### src/hw/rtl/cbc_pkg.sv
package cbc_pkg;

  // Stack geometry
  localparam int NESTING_DEPTH = 16;
  localparam int DEPTH_W       = $clog2(NESTING_DEPTH);
  localparam int LIM_W         = $clog2(NESTING_DEPTH + 1);

  // Result kinds
  localparam logic [2:0] KIND_STRAY_PAREN   = 3'd0;
  localparam logic [2:0] KIND_STRAY_BRACKET = 3'd1;
  localparam logic [2:0] KIND_OPEN_PAREN    = 3'd2;
  localparam logic [2:0] KIND_OPEN_BRACKET  = 3'd3;
  localparam logic [2:0] KIND_SUMMARY       = 3'd4;

  // Characters of interest
  localparam logic [7:0] CH_LPAREN    = 8'h28;
  localparam logic [7:0] CH_RPAREN    = 8'h29;
  localparam logic [7:0] CH_LBRACKET  = 8'h5B;
  localparam logic [7:0] CH_RBRACKET  = 8'h5D;
  localparam logic [7:0] CH_NEWLINE   = 8'h0A;
  localparam logic [7:0] CH_QUOTE     = 8'h27;
  localparam logic [7:0] CH_DQUOTE    = 8'h22;
  localparam logic [7:0] CH_STAR      = 8'h2A;
  localparam logic [7:0] CH_SLASH     = 8'h2F;
  localparam logic [7:0] CH_BACKSLASH = 8'h5C;

  // Controller states
  typedef enum logic [3:0] {
    S_IDLE    = 4'b0001,
    S_PAREN   = 4'b0010,
    S_BRACKET = 4'b0100,
    S_SUMMARY = 4'b1000
  } state_t;

  // Controller to datapath
  typedef struct packed {
    logic               step;
    logic               emit_paren;
    logic               emit_bracket;
    logic               emit_summary;
    logic [DEPTH_W-1:0] idx;
  } cmd_t;

  // Datapath to controller
  typedef struct packed {
    logic             slot_free;
    logic [LIM_W-1:0] paren_lim;
    logic [LIM_W-1:0] bracket_lim;
  } status_t;

  function automatic logic [15:0] sat_inc16(input logic [15:0] v);
    return (v == 16'hFFFF) ? v : v + 16'd1;
  endfunction

endpackage

### src/hw/rtl/cbc_datapath.sv
module cbc_datapath (
  input  logic                clk,
  input  logic                rst,
  input  cbc_pkg::cmd_t       cmd,
  output cbc_pkg::status_t    status,
  input  logic [7:0]          text_byte,
  output logic                report_valid,
  input  logic                report_ready,
  output logic [2:0]          report_kind,
  output logic [15:0]         line_number,
  output logic [15:0]         column_number,
  output logic [15:0]         error_total,
  output logic                last_of_run
);

  logic [7:0]  previous_byte;
  logic        in_block_comment;
  logic        in_line_comment;
  logic        in_string;
  logic        in_char_constant;
  logic [15:0] paren_depth;
  logic [15:0] bracket_depth;
  logic [15:0] current_line_no;
  logic [15:0] current_column_no;
  logic [15:0] error_count;

  logic [31:0] paren_stack [cbc_pkg::NESTING_DEPTH];
  logic [31:0] bracket_stack [cbc_pkg::NESTING_DEPTH];

  logic        block_next;
  logic        line_next;
  logic        string_next;
  logic        char_next;
  logic        code_text;
  logic        push_paren;
  logic        pop_paren;
  logic        push_bracket;
  logic        pop_bracket;
  logic        paren_room;
  logic        bracket_room;
  logic [15:0] error_inc;
  logic [31:0] paren_entry;
  logic [31:0] bracket_entry;

  // Region tracking from the current and previous byte
  always_comb begin
    block_next = in_block_comment;
    if (!in_char_constant && !in_string && !in_line_comment) begin
      if (text_byte == cbc_pkg::CH_STAR && previous_byte == cbc_pkg::CH_SLASH) begin
        block_next = 1'b1;
      end else if (text_byte == cbc_pkg::CH_SLASH && previous_byte == cbc_pkg::CH_STAR) begin
        block_next = 1'b0;
      end
    end
    line_next = in_line_comment;
    if (!in_char_constant && !in_string && !block_next) begin
      if (text_byte == cbc_pkg::CH_SLASH && previous_byte == cbc_pkg::CH_SLASH) begin
        line_next = 1'b1;
      end else if (text_byte == cbc_pkg::CH_NEWLINE) begin
        line_next = 1'b0;
      end
    end
    string_next = in_string;
    if (!line_next && !block_next && !in_char_constant &&
        text_byte == cbc_pkg::CH_DQUOTE && previous_byte != cbc_pkg::CH_BACKSLASH) begin
      string_next = !in_string;
    end
    char_next = in_char_constant;
    if (!line_next && !block_next && !string_next && text_byte == cbc_pkg::CH_QUOTE) begin
      char_next = !in_char_constant;
    end
    code_text = !line_next && !block_next && !string_next && !char_next;
  end

  // Bracket events
  assign push_paren   = code_text && (text_byte == cbc_pkg::CH_LPAREN);
  assign pop_paren    = code_text && (text_byte == cbc_pkg::CH_RPAREN);
  assign push_bracket = code_text && (text_byte == cbc_pkg::CH_LBRACKET);
  assign pop_bracket  = code_text && (text_byte == cbc_pkg::CH_RBRACKET);
  assign paren_room   = paren_depth < 16'(cbc_pkg::NESTING_DEPTH);
  assign bracket_room = bracket_depth < 16'(cbc_pkg::NESTING_DEPTH);
  assign error_inc    = cbc_pkg::sat_inc16(error_count);

  // Status: walk limits and output slot
  assign status.slot_free   = !report_valid || report_ready;
  assign status.paren_lim   = paren_room ? paren_depth[cbc_pkg::LIM_W-1:0]
                                         : cbc_pkg::LIM_W'(cbc_pkg::NESTING_DEPTH);
  assign status.bracket_lim = bracket_room ? bracket_depth[cbc_pkg::LIM_W-1:0]
                                           : cbc_pkg::LIM_W'(cbc_pkg::NESTING_DEPTH);

  assign paren_entry   = paren_stack[cmd.idx];
  assign bracket_entry = bracket_stack[cmd.idx];

  // Open-position stacks
  always_ff @(posedge clk) begin
    if (cmd.step && push_paren && paren_room) begin
      paren_stack[paren_depth[cbc_pkg::DEPTH_W-1:0]] <= {current_line_no, current_column_no};
    end
    if (cmd.step && push_bracket && bracket_room) begin
      bracket_stack[bracket_depth[cbc_pkg::DEPTH_W-1:0]] <=
        {current_line_no, current_column_no};
    end
  end

  // Scanner state and error counter
  always_ff @(posedge clk) begin
    if (rst || cmd.emit_summary) begin
      previous_byte     <= '0;
      in_block_comment  <= 1'b0;
      in_line_comment   <= 1'b0;
      in_string         <= 1'b0;
      in_char_constant  <= 1'b0;
      paren_depth       <= '0;
      bracket_depth     <= '0;
      current_line_no   <= 16'd1;
      current_column_no <= 16'd1;
      error_count       <= '0;
    end else if (cmd.step) begin
      previous_byte    <= text_byte;
      in_block_comment <= block_next;
      in_line_comment  <= line_next;
      in_string        <= string_next;
      in_char_constant <= char_next;
      if (push_paren) begin
        paren_depth <= cbc_pkg::sat_inc16(paren_depth);
      end else if (pop_paren && paren_depth != 16'd0) begin
        paren_depth <= paren_depth - 16'd1;
      end
      if (push_bracket) begin
        bracket_depth <= cbc_pkg::sat_inc16(bracket_depth);
      end else if (pop_bracket && bracket_depth != 16'd0) begin
        bracket_depth <= bracket_depth - 16'd1;
      end
      if ((pop_paren && paren_depth == 16'd0) || (pop_bracket && bracket_depth == 16'd0)) begin
        error_count <= error_inc;
      end
      if (text_byte == cbc_pkg::CH_NEWLINE) begin
        current_line_no   <= cbc_pkg::sat_inc16(current_line_no);
        current_column_no <= 16'd1;
      end else begin
        current_column_no <= cbc_pkg::sat_inc16(current_column_no);
      end
    end else if (cmd.emit_paren || cmd.emit_bracket) begin
      error_count <= error_inc;
    end
  end

  // Output register valid
  always_ff @(posedge clk) begin
    if (rst) begin
      report_valid <= 1'b0;
    end else if ((cmd.step && ((pop_paren && paren_depth == 16'd0) ||
                               (pop_bracket && bracket_depth == 16'd0))) ||
                 cmd.emit_paren || cmd.emit_bracket || cmd.emit_summary) begin
      report_valid <= 1'b1;
    end else if (report_ready) begin
      report_valid <= 1'b0;
    end
  end

  // Output register payload
  always_ff @(posedge clk) begin
    if (cmd.step) begin
      report_kind   <= (pop_paren) ? cbc_pkg::KIND_STRAY_PAREN : cbc_pkg::KIND_STRAY_BRACKET;
      line_number   <= current_line_no;
      column_number <= current_column_no;
      error_total   <= error_inc;
      last_of_run   <= 1'b1;
    end else if (cmd.emit_paren) begin
      report_kind   <= cbc_pkg::KIND_OPEN_PAREN;
      line_number   <= paren_entry[31:16];
      column_number <= paren_entry[15:0];
      error_total   <= error_inc;
      last_of_run   <= 1'b0;
    end else if (cmd.emit_bracket) begin
      report_kind   <= cbc_pkg::KIND_OPEN_BRACKET;
      line_number   <= bracket_entry[31:16];
      column_number <= bracket_entry[15:0];
      error_total   <= error_inc;
      last_of_run   <= 1'b0;
    end else if (cmd.emit_summary) begin
      report_kind   <= cbc_pkg::KIND_SUMMARY;
      line_number   <= '0;
      column_number <= '0;
      error_total   <= error_count;
      last_of_run   <= 1'b1;
    end
  end

endmodule

### config.mk
export PLATFORM = sky130hd
export DESIGN_NAME = cbc_datapath
export DESIGN_NICKNAME = d
export VERILOG_FILES = /design/src/hw/rtl/cbc_pkg.sv /design/src/hw/rtl/cbc_datapath.sv
export SDC_FILE = /design/constraint.sdc
export NUM_CORES = 1
export LEC_CHECK = 0
export BUFFER_PORTS_ARGS = -buffer_cell sky130_fd_sc_hd__buf_2
export CAP_MARGIN = 30
export CELL_PAD_IN_SITES_DETAIL_PLACEMENT = 1
export CELL_PAD_IN_SITES_GLOBAL_PLACEMENT = 2
export CORE_MARGIN = 2
export CORE_UTILIZATION = 35
export CTS_CLUSTER_SIZE = 30
export DETAILED_ROUTE_END_ITERATION = 10
export PLACE_DENSITY_LB_ADDON = 0.1
export SLEW_MARGIN = 20
export SYNTH_ARGS = -nofsm -noshare
export SYNTH_HDL_FRONTEND = slang
export SYNTH_SLANG_ARGS = --single-unit
### constraint.sdc
create_clock -name clk -period 7.5 [get_ports clk]
set_clock_uncertainty 0.1 [all_clocks]
set_input_delay 1.5 -clock clk [delete_from_list [all_inputs] [get_ports clk]]
set_output_delay 1.5 -clock clk [all_outputs]
set_load 0.01 [all_outputs]
* Word-level counts from Yosys, hierarchy flattened *
Memory sizes are Yosys's and may differ from the RTL's.
Cells that the tools add are included.

storage, ports and cells
  register bits after elaboration = 145
  memory bits (writable) = 1,024
  input bits = 19
  output and inout bits = 64
  word-level logic and storage cells = 152
  memories = 2

cells by class
  add/sub/neg operators = 7
  order comparisons = 2
  equal/unequal tests = 21
  muxes and demuxes = 47
  bitwise logic cells = 1
  reductions and logical operators = 56

memory list
  name           words  bits a word  read ports  clocked after memory_dff  wr ports  RTL line            source
  bracket_stack  16     32           1           0                         1         cbc_datapath.sv:28  logic [31:0] bracket_stack [cbc_pkg::NESTING_DEPTH];
  paren_stack    16     32           1           0                         1         cbc_datapath.sv:27  logic [31:0] paren_stack [cbc_pkg::NESTING_DEPTH];

operators with widths
  operator               count
  $mux 16                23
  $add 16x1->16 const B  5
  $eq 16x16->1 const B   5
  $eq 8x6->1 const B     8
  $logic_not 16->1       2
  $lt 16x5->1 const B    2
  $reduce_bool 16->1     2
  $sub 16x1->16 const B  2
  $logic_and 1x1->1      26
  $mux 1                 18
  $eq 8x7->1 const B     2
  $mux 3                 4
  $mux 5                 2
  $reduce_and 3->1       3
  $eq 8x4->1 const B     1
  $logic_not 1->1        8
  $ne 8x7->1 const B     1
  $reduce_bool 2->1      4
  $logic_or 1x1->1       7
  $ne 2x2->1 const B     3
  $reduce_and 2->1       2
  $reduce_bool 4->1      1
  $reduce_bool 3->1      1
  $ne 2x1->1 const B     1
  $not 1->1              1

* Depth between registers and ports, before layout *
  word-level depth = 28
  mapped depth = 17
  gate-level depth less buffers = 15

* Worst setup path after synthesis *
OpenSTA, ideal clock, no wires.

  path kind = in2reg
  start point = input text_byte[4]
  end point = memory paren_stack[0][0] (enable)
  setup time = 0.468 ns
  arrival = 5.964 ns
  slack = 0.968 ns
  stages on the path = 8
  buffers on the path = 1
  cell sequence = nor3b_2 > and4b_1 > a21boi_0 > or4_4 > buf_6 > a21o_1 > or3_1 > nor3b_1

on the way
  longest elaborated chain between the ends = 25
  elaborated cells on any way between the ends = 34
  classes of those cells = eq/ne (6); mux (10); reduce/logical (18)

RTL lines
  item                              RTL line                                source
  start, declared                   cbc_datapath.sv:6                       input logic [7:0] text_byte,
  $eq 8x6->1                        cbc_datapath.sv:51, cbc_datapath.sv:57
  $logic_and 1x1->1                 cbc_datapath.sv:51                      end else if (text_byte == cbc_pkg::CH_SLASH && previous_byte == cbc_pkg::CH_STAR) begin
  $mux 1                            cbc_datapath.sv:51
  $mux 1                            cbc_datapath.sv:49                      if (text_byte == cbc_pkg::CH_STAR && previous_byte == cbc_pkg::CH_SLASH) begin
  $mux 1                            cbc_datapath.sv:48                      if (!in_char_constant && !in_string && !in_line_comment) begin
  $logic_not 1->1                   n/a
  $logic_and 1x1->1                 cbc_datapath.sv:56                      if (!in_char_constant && !in_string && !block_next) begin
  $mux 1                            cbc_datapath.sv:56
  [... 8 more ...]                  n/a
  $logic_and 1x1->1                 cbc_datapath.sv:69                      if (!line_next && !block_next && !string_next && text_byte == cbc_pkg::CH_QUOTE) begin
  $mux 1                            cbc_datapath.sv:69
  $logic_not 1->1                   cbc_datapath.sv:72                      code_text = !line_next && !block_next && !string_next && !char_next;
  $logic_and 1x1->1                 cbc_datapath.sv:72
  $logic_and 1x1->1 *               cbc_datapath.sv:76                      assign push_paren = code_text && (text_byte == cbc_pkg::CH_LPAREN);
  $logic_and 1x1->1 * (2 in a row)  cbc_datapath.sv:96                      if (cmd.step && push_paren && paren_room) begin
  $mux 1 *                          cbc_datapath.sv:96
  $mux 1 (implied by the code) *    cbc_datapath.sv:97                      paren_stack[paren_depth[cbc_pkg::DEPTH_W-1:0]] <= {current_line_no, current_column_no};
  end, declared                     cbc_datapath.sv:27

Every way passes the cells marked *; elsewhere a longest branch is shown, timed or not.

* Worst setup path after layout *
  start point = input text_byte[0]
  end point = register paren_depth[15]

on the way
  longest elaborated chain between the ends = 24
  elaborated cells on any way between the ends = 37
  classes of those cells = eq/ne (8); mux (9); reduce/logical (20)

RTL lines
  item                                RTL line                                source
  $eq 8x6->1                          cbc_datapath.sv:51, cbc_datapath.sv:57
  $logic_and 1x1->1                   cbc_datapath.sv:51
  $mux 1                              cbc_datapath.sv:51
  $mux 1                              cbc_datapath.sv:49
  $mux 1                              cbc_datapath.sv:48
  $logic_not 1->1                     n/a
  $logic_and 1x1->1                   cbc_datapath.sv:56
  $mux 1                              cbc_datapath.sv:56
  [... 8 more ...]                    n/a
  $logic_and 1x1->1                   cbc_datapath.sv:69
  $mux 1                              cbc_datapath.sv:69
  $logic_not 1->1                     cbc_datapath.sv:72
  $logic_and 1x1->1                   cbc_datapath.sv:72
  $logic_and 1x1->1                   cbc_datapath.sv:77                      assign pop_paren = code_text && (text_byte == cbc_pkg::CH_RPAREN);
  $logic_and 1x1->1                   cbc_datapath.sv:126                     end else if (pop_paren && paren_depth != 16'd0) begin
  $reduce_bool 2->1 (no source line)  n/a
  $reduce_and 3->1 (no source line)   n/a
  end signal, assigned                cbc_datapath.sv:125                     paren_depth <= cbc_pkg::sat_inc16(paren_depth);
  end signal, assigned                cbc_datapath.sv:127                     paren_depth <= paren_depth - 16'd1;
  end, declared                       cbc_datapath.sv:21                      logic [15:0] paren_depth;

Parallel ways exist; a longest one is shown, timed or not.
A chain may end at the register's enable or synchronous reset.

==> flow_metrics.py <==
metrics = {
    "synth": {
        "synth_mux_area_share_pct": 16.3,
        "synth_ff_type": "edfxtp_1",
        "synth_area_sq_um": 46600,
        "syn_inst": 2373,
        "synth_edf_count": 1075,
        "post_synth_and_or_nand_nor_area_fraction_pct": 4.36,
        "yosysUniqueCellTypes": 66,
        "yosysMostFrequentCell": "edfxtp_1",
        "ys_seq_area_share_pct": 73.3,
        "synth_top_family_by_area": "multiplexers",
        "synth-xor-area-share_pct": 1.15,
        "async_flop_share_pct": 0,
        "ys_warn_count": 0,
        "synth_area_leaders": "edfxtp_1, mux4_2, dfxtp_1",
        "postSynthAreaPerCell_sq_um": 19.6,
        "yosys.area.top_type": "edfxtp_1",
        "synthTopCellsByCount": "edfxtp_1, mux4_2, nor2_1, dfxtp_1, nand2_1",
        "synth_compound_area_share_pct": 2.79,
        "synthesis.nets": 2426,
        "yosys_register_bits": 1169,
        "synth_top_cell_area_share_pct": 69.3,
        "synth_fa_ha_area_share_pct": 0.945,
    },
    "clock_network": {
        "htreeDepth": 4,
        "cts_root_buf": "clkbuf_16",
        "cts_setup_buffers": 0,
        "cts_hold_buf": 0,
        "clockBufferDepth": 3,
        "tritoncts": "built",
        "cts-buffers-inserted": 135,
        "clkTransAtPathRegs_ps": 50,
        "cts_resized": 0,
        "clkLatencyLatePin_ps": 750,
        "clock-sinks": 1169,
    },
    "timing": {
        "final_hold_viol_count": 0,
        "worst_slew_pin_slew_ps": 998,
        "period_share_pct": 75.7,
        "relSlewSlack_pct": 32.8,
        "maxSlewViolCount": 0,
        "setup_tns_ps": 0,
        "setup_viol": 0,
        "rsz0062_at_grt": "false",
        "period_minus_slack_ps": 5680,
        "max_freq_ghz": 0.176,
    },
    "worst_setup_path": {
        "cp_slowest_cell": "or4_4",
        "r2r_slack_ps": 2240,
        "cp-end-kind": "flop",
        "critical_path_required_ps": 8080,
        "crit_fanout": 17,
        "arrival_ps": 6260,
        "path_delay_family": "simple AND/OR/NAND/NOR gates",
        "crit_buf_inv": 2,
        "cp_slowest_stage_delay_ps": 610,
        "critPathLaunchType": "primary input",
        "cp_cell_sequence": "buf_2 -> nor3b_1 -> and4b_1 -> a21boi_0 -> or4_4 -> a21o_1 -> or3_1 -> buf_4 -> ha_1 -> o21ai_0 -> o21ai_0 -> a31oi_1 -> nor3_1 -> nor3_1 -> or4b_1 -> a211o_1 -> o21ai_2",
        "crit_type": "in -> reg",
    },
    "die": {
        "ios": 83,
        "num_rows": 133,
        "die_x_microns": 369,
        "initial_utilization_pct": 35.3,
        "die-height_microns": 369,
        "dieArea_sq_um": 136000,
        "core_area_sq_um": 132000,
    },
    "place": {
        "placed_area_sq_um": 49900,
        "dp_hpwl_mm": 70.7,
        "port_buffers": 82,
        "gp_congestion": 0.724,
    },
    "route": {
        "wl_mm": 125,
        "drc": 0,
        "ant_nets": 0,
        "wl_per_cell_microns": 28.2,
        "viasPerCell": 5.32,
        "via_count": 23600,
        "firstDrtPassIters": 5,
        "drt_iter0_markers": 1611,
    },
    "grt": {
        "antenna_found_initial": 2,
        "grt_pass1_wl_mm": 183,
        "grt_max_degree": 96,
        "overflow": 0,
        "grt_use_total_pct": 18.7,
        "grt_pass1_vias": 25800,
    },
    "cells_and_area": {
        "diodes": 0,
        "num-fill-cells": 12600,
        "fin_util_pct": 41.3,
        "syn2layout_area_growth_pct": 16.8,
        "fin_area_sq_um": 54400,
        "regArea_sq_um": 34200,
        "drive_above_1_share_pct": 27.9,
        "multiInputGateArea_sq_um": 12200,
        "nets": 2621,
    },
    "pwr": {
        "irDropWorstVdd_v": 0.000234,
        "power_density_nw_per_um2": 257,
        "leakage_nw": 15.9,
    },
    "flow_run": {
        "cap_violations": 0,
    },
    "min_path": {
        "min_path_type": "reg -> reg",
    },
    "status": {
        "status": "complete, no violations",
    },
}
==> layer usage <==
metal / vias to the layer above / track usage, % / share of wire, %
met5: - / 0 / 0
met4: 0 / 5.27 / 2.3
met3: 180 / 3.52 / 4.0
met2: 434 / 31.4 / 50
met1: 12800 / 24.8 / 44
li1: 10200 / - / -
==> flip-flops by register name (all words and copies together), names as in the netlist, 16 cells and up <==
register	count
bracket_depth	16
bracket_stack	512
column_number	16
current_column_no	16
current_line_no	16
error_count	16
error_total	16
line_number	16
paren_depth	16
paren_stack	512
==> worst min-delay path: stages (launching register included) <==
cell	delay (ps)
dfxtp_1	340
nand2_1	80
o21ai_2	50
==> cell usage in the layout, fill, tap and decap left out, types with 8 or more instances in the layout <==
| cell type | synthesis | layout |
|---|---|---|
| xor2_1 | 20 | 20 |
| a211oi_1 | 10 | 8 |
| clkinvlp_4 | 0 | 10 |
| a21oi_1 | 37 | 37 |
| nand2_1 | 86 | 86 |
| clkinv_1 | 0 | 21 |
| nor4_1 | 15 | 15 |
| mux2i_1 | 34 | 34 |
| xnor2_1 | 41 | 41 |
| buf_2 | 7 | 77 |
| nor3_1 | 22 | 15 |
| a22oi_1 | 29 | 29 |
| ha_1 | 32 | 32 |
| buf_12 | 0 | 13 |
| and2_1 | 9 | 9 |
| o21a_1 | 8 | 8 |
| or3_1 | 21 | 21 |
| nand2b_1 | 12 | 11 |
| buf_4 | 0 | 76 |
| bufinv_16 | 0 | 13 |
| clkinv_2 | 0 | 13 |
| a21o_1 | 13 | 13 |
| edfxtp_1 | 1075 | 1075 |
| nand4_1 | 20 | 20 |
| o21ai_0 | 55 | 55 |
| a31oi_1 | 9 | 9 |
| dfxtp_1 | 94 | 90 |
| nand3_1 | 42 | 42 |
| nor2_4 | 0 | 24 |
| clkbuf_1 | 79 | 32 |
| mux4_2 | 320 | 320 |
| clkbuf_16 | 0 | 141 |
| inv_1 | 21 | 21 |
| nor2_1 | 135 | 110 |
| and3_1 | 15 | 15 |
==> cells by family after synthesis <==
kind of cell / Yosys count
AND/OR/NAND/NOR: 415
flip-flops: 1169
adder cells (fa/ha/maj): 34
multiplexers: 357
XOR/XNOR: 61
buffers and inverters: 138
AO/OA/AOI/OAI: 199
==> power breakdown <==
part           switching [mW]  internal (mW)
logic                   0.227          0.148
registers             0.00801           7.04
clock network            2.64           3.94
total                    2.87           11.1
==> area by class of cell <==
class / count / share of cell area [%]
sequential: 1169 / 62.8
clock buffer: 178 / 6.83
clock inverter: 66 / 1.29
timing repair buffer: 175 / 2.52
multi-input combinational: 1066 / 22.3
tap: 1755 / 4.04
inverter: 21 / 0.145
==> worst paths after layout <==
check | from | endpoint | cells past startpoint
min reg2reg | paren_depth[15] | paren_depth[15] | 2
min | paren_depth[15] | paren_depth[15] | 2
max | text_byte[0] | paren_depth[15] | 17
max reg2reg | previous_byte[3] | paren_depth[15] | 16
==> stage by stage <==
step	setup slack, ps	power (mW)	hold WS, ps	instances
global placement	1140	7.57	395	4180
global route	1530	14.4	435	4430
detailed placement	1080	7.57	389	4185
finish	1820	14.0	403	4430
floorplan	968	7.43	364	2373
CTS	1880	14.2	408	4429
No activity file was read; power rests on OpenSTA's default activity.
